==> config.mk <==
export PLATFORM = sky130hd
export DESIGN_NAME = rc_pulse_capture_scaler_core
export DESIGN_NICKNAME = d
export VERILOG_FILES = /design/src/rtl/rcpcs_pkg.sv /design/src/rtl/rc_pulse_capture_scaler_core.sv /design/src/rtl/rcpcs_muldiv.sv
export SDC_FILE = /design/constraint.sdc
export NUM_CORES = 2
export LEC_CHECK = 0
export BUFFER_PORTS_ARGS = -buffer_cell sky130_fd_sc_hd__buf_4
export CAP_MARGIN = 5
export CORE_MARGIN = 10
export CORE_UTILIZATION = 42
export CTS_BUF_LIST = sky130_fd_sc_hd__clkbuf_8 sky130_fd_sc_hd__clkbuf_16
export DETAILED_ROUTE_END_ITERATION = 10
export HOLD_SLACK_MARGIN = 0.08
export PLACE_DENSITY_LB_ADDON = 0.1
export SLEW_MARGIN = 20
export SYNTH_ARGS = -nofsm -noshare
export SYNTH_HDL_FRONTEND = slang
export SYNTH_HIERARCHICAL = 1
export SYNTH_SLANG_ARGS = --single-unit
==> constraint.sdc <==
create_clock -name clk -period 16.9 [get_ports clk]
set_input_delay 1.69 -clock clk [delete_from_list [all_inputs] [get_ports clk]]
set_output_delay 1.69 -clock clk [all_outputs]
set_load 0.02 [all_outputs]
==> src/rtl/rcpcs_pkg.sv <==
// ----------------------------------------------------------------------------
// rcpcs_pkg: shared types and constants
// Widths, opcodes and the request/status bundle of the serial mul/div unit.
// ----------------------------------------------------------------------------
package rcpcs_pkg;

    localparam int NUM_CAL    = 6;    // calibration registers, one per channel
    localparam int CFG_IDX_W  = 3;
    localparam int CAL_W      = 64;
    localparam int CH_W       = 3;
    localparam int TIME_W     = 32;
    localparam int PW_W       = 16;   // pulse width and calibration field width
    localparam int IN_TDATA_W = 40;
    localparam int OUT_W      = 16;
    localparam int VAL_W      = 18;   // mapped value before final truncation

    localparam logic OP_EDGE  = 1'b0;
    localparam logic OP_QUERY = 1'b1;

    localparam logic signed [VAL_W-1:0] DB_LO    = -18'sd5;
    localparam logic signed [VAL_W-1:0] DB_HI    = 18'sd5;
    localparam logic signed [VAL_W-1:0] FLOOR_LO = 18'sd750;
    localparam logic signed [VAL_W-1:0] FLOOR_HI = 18'sd1070;
    localparam logic signed [VAL_W-1:0] SAT_MAX  = 18'sd32767;

    typedef struct packed {
        logic            start;
        logic [PW_W-1:0] mcand;    // |out span|
        logic [PW_W-1:0] mplier;   // |clamped width - in_min|
        logic [PW_W-1:0] divisor;  // |in span|
    } md_req_t;

    typedef struct packed {
        logic            done;
        logic [PW_W-1:0] quotient;
    } md_stat_t;

endpackage

==> src/rtl/rc_pulse_capture_scaler_core.sv <==
// ----------------------------------------------------------------------------
// rc_pulse_capture_scaler_core: RC receiver pulse decoder and scaler
// Captures per-channel pulse widths from edge words and returns calibrated,
// scaled channel values on query words.
// ----------------------------------------------------------------------------
// Usage:
//   s_axis carries input words. tuser is the opcode: edge or query.
//   An edge word records the start time (rising) or the 16-bit wrapped pulse
//   width (falling) for its channel in the accept cycle and gives no result.
//   A query word gives exactly one m_axis word: the channel's width clamped
//   to its calibration input range, mapped to the output range, then the
//   deadband (ch 0, 1, 3), saturating inversion (ch 0, 1) and throttle floor
//   (ch 2). An out-of-range channel returns 0.
//   A query passes through the clamp and prep states, the serial multiplier and
//   the serial restoring divider in rcpcs_muldiv, then the sum and output states
//   before m_axis_tvalid. An out-of-range query goes straight to the output
//   state. One query is in flight at a time.
//   cfg_we writes cal register cfg_index (0..5); write only while idle.
//   Reset clears all calibration, start times and widths.
//   A stalled m_axis holds its word; the core can finish the next query
//   and then waits until the output register frees up.
// ----------------------------------------------------------------------------
module rc_pulse_capture_scaler_core
    import rcpcs_pkg::*;
#(
    parameter int CHANNELS = 6
)
(
    input  logic                  clk,
    input  logic                  rst_n,
    input  logic                  s_axis_tvalid,
    output logic                  s_axis_tready,
    input  logic [IN_TDATA_W-1:0] s_axis_tdata,   // channel[2:0], pin_level[3],
                                                  // time_us[35:4], zero pad
    input  logic                  s_axis_tuser,   // opcode
    output logic                  m_axis_tvalid,
    input  logic                  m_axis_tready,
    output logic [OUT_W-1:0]      m_axis_tdata,   // scaled_value[15:0]
    input  logic                  cfg_we,
    input  logic [CFG_IDX_W-1:0]  cfg_index,
    input  logic [CAL_W-1:0]      cfg_data
);

    localparam int NCH   = (CHANNELS < NUM_CAL) ? CHANNELS : NUM_CAL;
    localparam int IDX_W = (NCH > 1) ? $clog2(NCH) : 1;

    localparam logic [2:0] ST_IDLE  = 3'd0;
    localparam logic [2:0] ST_CLAMP = 3'd1;
    localparam logic [2:0] ST_PREP  = 3'd2;
    localparam logic [2:0] ST_CALC  = 3'd3;
    localparam logic [2:0] ST_SUM   = 3'd4;
    localparam logic [2:0] ST_OUT   = 3'd5;

    localparam logic [CH_W-1:0] CH_AIL = 3'd0;
    localparam logic [CH_W-1:0] CH_ELE = 3'd1;
    localparam logic [CH_W-1:0] CH_THR = 3'd2;
    localparam logic [CH_W-1:0] CH_RUD = 3'd3;

    // input word fields
    logic [CH_W-1:0]   in_channel;
    logic              in_level;
    logic [TIME_W-1:0] in_time;
    logic              in_ok;
    logic              in_accept;
    logic [IDX_W-1:0]  in_idx;

    assign in_channel = s_axis_tdata[CH_W-1:0];
    assign in_level   = s_axis_tdata[CH_W];
    assign in_time    = s_axis_tdata[CH_W+TIME_W:CH_W+1];
    assign in_ok      = ({{(32-CH_W){1'b0}}, in_channel} < 32'(NCH));
    assign in_idx     = in_channel[IDX_W-1:0];

    // state
    logic [2:0]           state_reg, state_next;
    logic                 m_valid_reg, m_valid_next;
    logic [CAL_W-1:0]     cal_reg [NUM_CAL];
    // only the low 16 bits of a start time reach the wrapped width
    logic [PW_W-1:0]      start_reg [NCH];
    logic [PW_W-1:0]      width_reg [NCH];

    // query payload
    logic [CH_W-1:0]          ch_reg;
    logic signed [PW_W-1:0]   wc_reg, in_min_reg, in_max_reg, out_min_reg, out_max_reg;
    logic                     neg_reg;
    logic                     span_zero_reg;
    logic signed [VAL_W-1:0]  v_reg;
    logic [OUT_W-1:0]         m_data_reg;

    md_req_t  md_req;
    md_stat_t md_stat;

    assign s_axis_tready = (state_reg == ST_IDLE);
    assign in_accept     = s_axis_tvalid & s_axis_tready;
    assign m_axis_tvalid = m_valid_reg;
    assign m_axis_tdata  = m_data_reg;

    // clamp
    logic [CAL_W-1:0]       cal_sel;
    logic signed [PW_W-1:0] w_raw, c_in_min, c_in_max, w_clamped;

    always_comb
    begin
        cal_sel  = cal_reg[ch_reg];
        w_raw    = $signed(width_reg[ch_reg[IDX_W-1:0]]);
        c_in_min = $signed(cal_sel[15:0]);
        c_in_max = $signed(cal_sel[31:16]);
        if (w_raw < c_in_min)
        begin
            w_clamped = c_in_min;
        end
        else if (w_raw > c_in_max)
        begin
            w_clamped = c_in_max;
        end
        else
        begin
            w_clamped = w_raw;
        end
    end

    // spans and their magnitudes for the serial unit
    logic signed [PW_W:0] num_a, span_in, span_out;
    logic [PW_W:0]        mag_a, mag_in, mag_out;

    always_comb
    begin
        num_a    = {wc_reg[PW_W-1], wc_reg} - {in_min_reg[PW_W-1], in_min_reg};
        span_in  = {in_max_reg[PW_W-1], in_max_reg} - {in_min_reg[PW_W-1], in_min_reg};
        span_out = {out_max_reg[PW_W-1], out_max_reg} - {out_min_reg[PW_W-1], out_min_reg};
        mag_a    = num_a[PW_W]    ? -num_a    : num_a;
        mag_in   = span_in[PW_W]  ? -span_in  : span_in;
        mag_out  = span_out[PW_W] ? -span_out : span_out;
        md_req.start   = (state_reg == ST_PREP);
        md_req.mplier  = mag_a[PW_W-1:0];
        md_req.mcand   = mag_out[PW_W-1:0];
        md_req.divisor = mag_in[PW_W-1:0];
    end

    rcpcs_muldiv u_muldiv
    (
        .clk   (clk),
        .rst_n (rst_n),
        .req   (md_req),
        .stat  (md_stat)
    );

    // quotient back to a signed value plus out_min
    logic signed [VAL_W-1:0] q_signed, v_sum, out_min_ext;

    always_comb
    begin
        out_min_ext = VAL_W'(out_min_reg);
        q_signed    = neg_reg ? -$signed({2'b00, md_stat.quotient})
                              : $signed({2'b00, md_stat.quotient});
        v_sum       = span_zero_reg ? out_min_ext : (q_signed + out_min_ext);
    end

    // per-channel trims
    logic                    is_db, is_inv, is_flr;
    logic signed [VAL_W-1:0] v_db, v_neg, v_inv, v_fin;

    always_comb
    begin
        is_db  = ch_reg inside {CH_AIL, CH_ELE, CH_RUD};
        is_inv = ch_reg inside {CH_AIL, CH_ELE};
        is_flr = (ch_reg == CH_THR);
        v_db   = (is_db && v_reg > DB_LO && v_reg < DB_HI) ? '0 : v_reg;
        v_neg  = -v_db;
        if (is_inv)
        begin
            v_inv = (v_neg > SAT_MAX) ? SAT_MAX : v_neg;
        end
        else
        begin
            v_inv = v_db;
        end
        v_fin = (is_flr && v_inv > FLOOR_LO && v_inv < FLOOR_HI) ? FLOOR_HI : v_inv;
    end

    logic out_load;
    assign out_load = (state_reg == ST_OUT) && (!m_valid_reg || m_axis_tready);

    // control
    always_comb
    begin
        state_next   = state_reg;
        m_valid_next = m_valid_reg;
        if (m_valid_reg && m_axis_tready)
        begin
            m_valid_next = 1'b0;
        end
        case (state_reg)
            ST_IDLE:
            begin
                if (in_accept && s_axis_tuser == OP_QUERY)
                begin
                    state_next = in_ok ? ST_CLAMP : ST_OUT;
                end
            end
            ST_CLAMP:
            begin
                state_next = ST_PREP;
            end
            ST_PREP:
            begin
                state_next = ST_CALC;
            end
            ST_CALC:
            begin
                if (md_stat.done)
                begin
                    state_next = ST_SUM;
                end
            end
            ST_SUM:
            begin
                state_next = ST_OUT;
            end
            ST_OUT:
            begin
                if (out_load)
                begin
                    state_next   = ST_IDLE;
                    m_valid_next = 1'b1;
                end
            end
            default:
            begin
                state_next = ST_IDLE;
            end
        endcase
    end

    always_ff @(posedge clk or negedge rst_n)
    begin
        if (!rst_n)
        begin
            state_reg   <= ST_IDLE;
            m_valid_reg <= 1'b0;
            for (int i = 0; i < NUM_CAL; i++)
            begin
                cal_reg[i] <= '0;
            end
            for (int i = 0; i < NCH; i++)
            begin
                start_reg[i] <= '0;
                width_reg[i] <= '0;
            end
        end
        else
        begin
            state_reg   <= state_next;
            m_valid_reg <= m_valid_next;
            if (cfg_we && ({{(32-CFG_IDX_W){1'b0}}, cfg_index} < 32'(NUM_CAL)))
            begin
                cal_reg[cfg_index] <= cfg_data;
            end
            if (in_accept && s_axis_tuser == OP_EDGE && in_ok)
            begin
                if (in_level)
                begin
                    start_reg[in_idx] <= in_time[PW_W-1:0];
                end
                else
                begin
                    width_reg[in_idx] <= in_time[PW_W-1:0] - start_reg[in_idx];
                end
            end
        end
    end

    // datapath
    always_ff @(posedge clk)
    begin
        if (in_accept)
        begin
            ch_reg <= in_channel;
            v_reg  <= '0;
        end
        if (state_reg == ST_CLAMP)
        begin
            wc_reg      <= w_clamped;
            in_min_reg  <= c_in_min;
            in_max_reg  <= c_in_max;
            out_min_reg <= $signed(cal_sel[47:32]);
            out_max_reg <= $signed(cal_sel[63:48]);
        end
        if (state_reg == ST_PREP)
        begin
            neg_reg       <= num_a[PW_W] ^ span_in[PW_W] ^ span_out[PW_W];
            span_zero_reg <= (span_in == '0);
        end
        if (state_reg == ST_SUM)
        begin
            v_reg <= v_sum;
        end
        if (out_load)
        begin
            m_data_reg <= v_fin[OUT_W-1:0];
        end
    end

endmodule

==> src/rtl/rcpcs_muldiv.sv <==
// ----------------------------------------------------------------------------
// rcpcs_muldiv: bit-serial unsigned multiply then divide
// 16 shift-add steps form the product, 16 restoring steps divide it; one
// accumulator register is shared by both phases.
// ----------------------------------------------------------------------------
module rcpcs_muldiv
    import rcpcs_pkg::*;
(
    input  logic     clk,
    input  logic     rst_n,
    input  md_req_t  req,
    output md_stat_t stat
);

    localparam logic [1:0] MD_IDLE = 2'd0;
    localparam logic [1:0] MD_MUL  = 2'd1;
    localparam logic [1:0] MD_DIV  = 2'd2;

    localparam int CNT_W = $clog2(PW_W);
    localparam logic [CNT_W-1:0] CNT_LAST = CNT_W'(PW_W - 1);

    logic [1:0]        state_reg, state_next;
    logic [CNT_W-1:0]  cnt_reg, cnt_next;
    logic              done_reg, done_next;
    logic [2*PW_W-1:0] acc_reg;
    logic [PW_W-1:0]   mcand_reg;
    logic [PW_W-1:0]   divisor_reg;

    logic [PW_W:0]     mul_sum;
    logic [PW_W:0]     div_sh;
    logic [PW_W+1:0]   div_trial;
    logic              div_ge;

    // multiply step: add into the upper half, shift right
    assign mul_sum = {1'b0, acc_reg[2*PW_W-1:PW_W]}
                   + (acc_reg[0] ? {1'b0, mcand_reg} : {(PW_W+1){1'b0}});

    // divide step: remainder in the upper half, quotient bits enter at the bottom
    assign div_sh    = acc_reg[2*PW_W-1:PW_W-1];
    assign div_trial = {1'b0, div_sh} - {2'b00, divisor_reg};
    assign div_ge    = ~div_trial[PW_W+1];

    always_comb
    begin
        state_next = state_reg;
        cnt_next   = cnt_reg;
        done_next  = 1'b0;
        case (state_reg)
            MD_IDLE:
            begin
                cnt_next = '0;
                if (req.start)
                begin
                    state_next = MD_MUL;
                end
            end
            MD_MUL:
            begin
                cnt_next = cnt_reg + 1'b1;
                if (cnt_reg == CNT_LAST)
                begin
                    state_next = MD_DIV;
                end
            end
            MD_DIV:
            begin
                cnt_next = cnt_reg + 1'b1;
                if (cnt_reg == CNT_LAST)
                begin
                    state_next = MD_IDLE;
                    done_next  = 1'b1;
                end
            end
            default:
            begin
                state_next = MD_IDLE;
            end
        endcase
    end

    always_ff @(posedge clk or negedge rst_n)
    begin
        if (!rst_n)
        begin
            state_reg <= MD_IDLE;
            cnt_reg   <= '0;
            done_reg  <= 1'b0;
        end
        else
        begin
            state_reg <= state_next;
            cnt_reg   <= cnt_next;
            done_reg  <= done_next;
        end
    end

    always_ff @(posedge clk)
    begin
        case (state_reg)
            MD_IDLE:
            begin
                if (req.start)
                begin
                    acc_reg     <= {{PW_W{1'b0}}, req.mplier};
                    mcand_reg   <= req.mcand;
                    divisor_reg <= req.divisor;
                end
            end
            MD_MUL:
            begin
                acc_reg <= {mul_sum, acc_reg[PW_W-1:1]};
            end
            MD_DIV:
            begin
                acc_reg <= {(div_ge ? div_trial[PW_W-1:0] : div_sh[PW_W-1:0]),
                            acc_reg[PW_W-2:0], div_ge};
            end
            default:
            begin
                acc_reg <= acc_reg;
            end
        endcase
    end

    assign stat.done     = done_reg;
    assign stat.quotient = acc_reg[PW_W-1:0];

endmodule

==> run metrics <==
result of the run completed; wire length per cell after detailed routing 21.4 um; CP max FO 46; placed standard-cell area between 40000 and 50000 um2; Final Slew Violations 0; Final TNS setup 0 ns; number of nets produced by synthesis around 3800; count of flip-flops with a built-in enable after synthesis 183; post-layout net count 3848; post-synth cell types 97; starting DRC count in detailed routing 1713; worst hold path class flip-flop to flip-flop; critical path class flip-flop to flip-flop; Most used DFF post-synth sky130_fd_sc_hd__dfrtp_1; stages on the worst setup path 13; Congestion Overflow GR 0; final count of hold timing violations 0; Synth area leaders sky130_fd_sc_hd__dfrtp_1, sky130_fd_sc_hd__mux2_2, sky130_fd_sc_hd__edfxtp_1; launching element of the worst setup path ch_reg[0]; cell class contributing the biggest share of worst-path delay buffers and inverters; setup repair bufs after CTS 0; via count 27600; element type at the critical path start flip-flop; Largest register FFs 384; number of I/O port buffers between 100 and 150; period utilization 0.336; mean instance size in the synthesized netlist 11.8 um2; Reg-to-Reg Start ch_reg[0]; setup violators final 0; std cell rows around 110; slew at the pin closest to its max-slew limit 1.09 ns; vias in the first global route 28800; starting density of the core 0.425; synthesized netlist cell count 3498; number of top-level pins between 100 and 150; final standard cell area without fillers 46400 um2; share of post-route cells with drive strength above 1 0.255; TritonCTS clock tree yes; Max Clock Skew 0.0456 ns; data arrival time of the critical path between 6 and 7 ns; largest area contributor in the synthesized netlist sky130_fd_sc_hd__dfrtp_1; post-detailed-route via-to-cell ratio 5.61; die span in x 333 um; max frequency ~0.18 GHz; time the worst path needs with I/O delays and setup 5.68 ns; peak per-stage delay on the critical path between 0.8 and 0.9 ns; Max-slew headroom 0.270; Required @ worst endpoint about 17 ns; Critical Path Most Common Cell sky130_fd_sc_hd__buf_4; maximum root-to-sink buffer count 3; Pwr per Cell Area 106 nW/um2; total power consumption of the routed design 4910 uW; worst-path cell chain buf_4 -> buf_4 -> buf_4 -> mux4_2 -> a21oi_1 -> ha_1 -> a21boi_0 -> o211ai_1 -> a21oi_1 -> o211ai_1 -> a32oi_2 -> buf_4 -> mux2_2; first-pass GRT wire length about 170 mm; signed area change from the synthesized netlist to the final layout 12.6%; area inside the core boundary 97000 um2; proportion of synthesized chip area in sequential cells 0.490; number of remaining DRC errors 0; endpoint class of the critical path flip-flop; largest family of logic cells by synthesized area multiplexers; async set-or-reset flop fraction in the synthesized netlist 0.762; compound-cell area share of the yosys netlist 0.0958; xor/xnor share of the synthesized area 0.0319; number of cell instances on the worst register-to-register path 13; setup repair after global routing missed its margin no; leakage power of the design roughly 0.02 uW; Max rail drop VDD 0.0824 mV; Slowest-stage cell, CP sky130_fd_sc_hd__buf_4; sum of buffers and inverters on the critical path 4; overall track demand over capacity in global routing 0.188; die area 111000 um2; worst reg2reg endpoint wc_reg[0]; CTS clock-pin slew for the worst setup and hold paths about 0.06 ns; fraction of synthesized cell area taken by the top area cell type 0.357; setup slack of the worst register-to-register path 11.22 ns; minimum setup slack after placement 11.03 ns; fillers 8772; post-CTS resize count 0; placer congestion estimate 0.867; number of maximum-capacitance violations 0; number of buffers added by the clock tree synthesis step 90; count of antenna-violating nets left after detailed routing 0; clock network latency to the later pin of the worst-skew pair 0.67 ns; count of hold-fix buffers inserted at cts 0; chip height 333 um; area share of fa/ha/maj cells after synthesis 0.0502; Ys Warns 6; HPWL after DPL 71.9 mm; total standard cell area after synthesis 41200 um2; Yosys reg bits a little under 800; Max H-tree Level 3; share of cell area taken by muxes after synthesis 0.213; worst setup margin 11.22 ns; capture point of the critical path wc_reg[0]; number of iterations in the first detailed-routing pass 8; basic-gate share of the synthesized area counting and, or, nand and nor cells 0.0891; antenna violations before repair 10; post-detailed-routing wire length approximately 110 mm; count of clock tree sinks 770; pin count of the biggest net entering global routing roughly 170; library cell used as clock root buffer sky130_fd_sc_hd__clkbuf_16
[cell type report]
type | count | area (um2) | share of cell area
inverters | 135 | 507 | 0.0109
clock inverters | 61 | 556 | 0.0120
well taps | 1276 | 1600 | 0.0344
multi-input cells | 2424 | 19800 | 0.428
diodes | 2 | 5.00 | 0.000108
flip-flops and latches | 770 | 20200 | 0.435
clock buffers | 107 | 2510 | 0.0541
repair buffers | 153 | 1190 | 0.0257
[synth_stat cells (22+ instances only)]
library cell / count
sky130_fd_sc_hd__nor2_1: 173
sky130_fd_sc_hd__o21a_1: 29
sky130_fd_sc_hd__mux2i_1: 130
sky130_fd_sc_hd__nor3_1: 46
sky130_fd_sc_hd__and2_1: 29
sky130_fd_sc_hd__nand3_1: 37
sky130_fd_sc_hd__nor2b_1: 22
sky130_fd_sc_hd__mux2_2: 503
sky130_fd_sc_hd__edfxtp_1: 183
sky130_fd_sc_hd__mux4_2: 80
sky130_fd_sc_hd__nand2b_1: 22
sky130_fd_sc_hd__nand2_1: 346
sky130_fd_sc_hd__o21ai_0: 180
sky130_fd_sc_hd__clkbuf_1: 124
sky130_fd_sc_hd__ha_1: 154
sky130_fd_sc_hd__inv_1: 134
sky130_fd_sc_hd__xnor2_1: 95
sky130_fd_sc_hd__a21o_1: 30
sky130_fd_sc_hd__xor2_1: 53
sky130_fd_sc_hd__a22oi_1: 51
sky130_fd_sc_hd__dfrtp_1: 587
sky130_fd_sc_hd__a21oi_1: 134
[per-stage QoR]
stage / hold slack (ns) / cells / utilization
2_1_floorplan: 0.441 / 3498 / -
3_3_place_gp: 0.453 / 4758 / 0.447
3_5_place_dp: 0.458 / 4758 / 0.447
4_1_cts: 0.473 / 4926 / 0.478
5_1_grt: 0.498 / 4928 / 0.478
6_report: 0.472 / 4928 / 0.478
[routing by layer]
layer,global-route usage,vias up,share of wire
met1,0.238,14100,0.44
met5,0,-,0.00042
met2,0.327,444,0.50
met4,0.0546,8,0.027
li1,-,12900,-
met3,0.0315,162,0.036
[worst min path at each step]
stage	from	endpoint	slack, ns	cells past startpoint
floorplan	width_reg[51]	width_reg[51]	0.44	2
global placement	width_reg[39]	width_reg[39]	0.45	2
detailed placement	width_reg[55]	width_reg[55]	0.46	2
CTS	width_reg[55]	width_reg[55]	0.47	2
global route	width_reg[20]	width_reg[20]	0.50	2
finish	width_reg[20]	width_reg[20]	0.47	2
[report_power, final]
| group | internal (uW) | switching [uW] | leakage (uW) |
|---|---|---|---|
| Sequential | 2140 | 119 | 0.00909 |
| Clock | 1170 | 796 | 0.00157 |
| Combinational | 356 | 331 | 0.00935 |
[cell families (layout without fill, tap and decap cells)]
| logic type | Yosys count | in the layout |
|---|---|---|
| xor+xnor | 149 | 149 |
| fa+ha+maj | 161 | 161 |
| flops | 770 | 770 |
| simple gates | 792 | 792 |
| compound gates | 608 | 608 |
| buf+inv | 304 | 456 |
| mux | 714 | 714 |
| other cells | 0 | 2 |
[cell usage in the layout (no fill, tap or decap), types with 53 or more instances in the layout]
master	n
sky130_fd_sc_hd__dfrtp_1	587
sky130_fd_sc_hd__mux2_2	503
sky130_fd_sc_hd__nand2_1	346
sky130_fd_sc_hd__edfxtp_1	183
sky130_fd_sc_hd__o21ai_0	179
sky130_fd_sc_hd__nor2_1	172
sky130_fd_sc_hd__inv_1	154
sky130_fd_sc_hd__ha_1	154
sky130_fd_sc_hd__buf_4	149
sky130_fd_sc_hd__a21oi_1	133
sky130_fd_sc_hd__mux2i_1	130
sky130_fd_sc_hd__xnor2_1	95
sky130_fd_sc_hd__clkbuf_16	92
sky130_fd_sc_hd__mux4_2	80
sky130_fd_sc_hd__xor2_1	53
[worst register-to-register path, cell delays in order (launching register included)]
cell                       delay [ns]
sky130_fd_sc_hd__edfxtp_1        0.34
sky130_fd_sc_hd__buf_4           0.62
sky130_fd_sc_hd__buf_4           0.76
sky130_fd_sc_hd__buf_4           0.85
sky130_fd_sc_hd__mux4_2          0.64
sky130_fd_sc_hd__a21oi_1         0.47
sky130_fd_sc_hd__ha_1            0.22
sky130_fd_sc_hd__a21boi_0        0.18
sky130_fd_sc_hd__o211ai_1        0.10
sky130_fd_sc_hd__a21oi_1         0.21
sky130_fd_sc_hd__o211ai_1        0.14
sky130_fd_sc_hd__a32oi_2         0.18
sky130_fd_sc_hd__buf_4           0.31
sky130_fd_sc_hd__mux2_2          0.39
(Power assumes the default switching activity.)
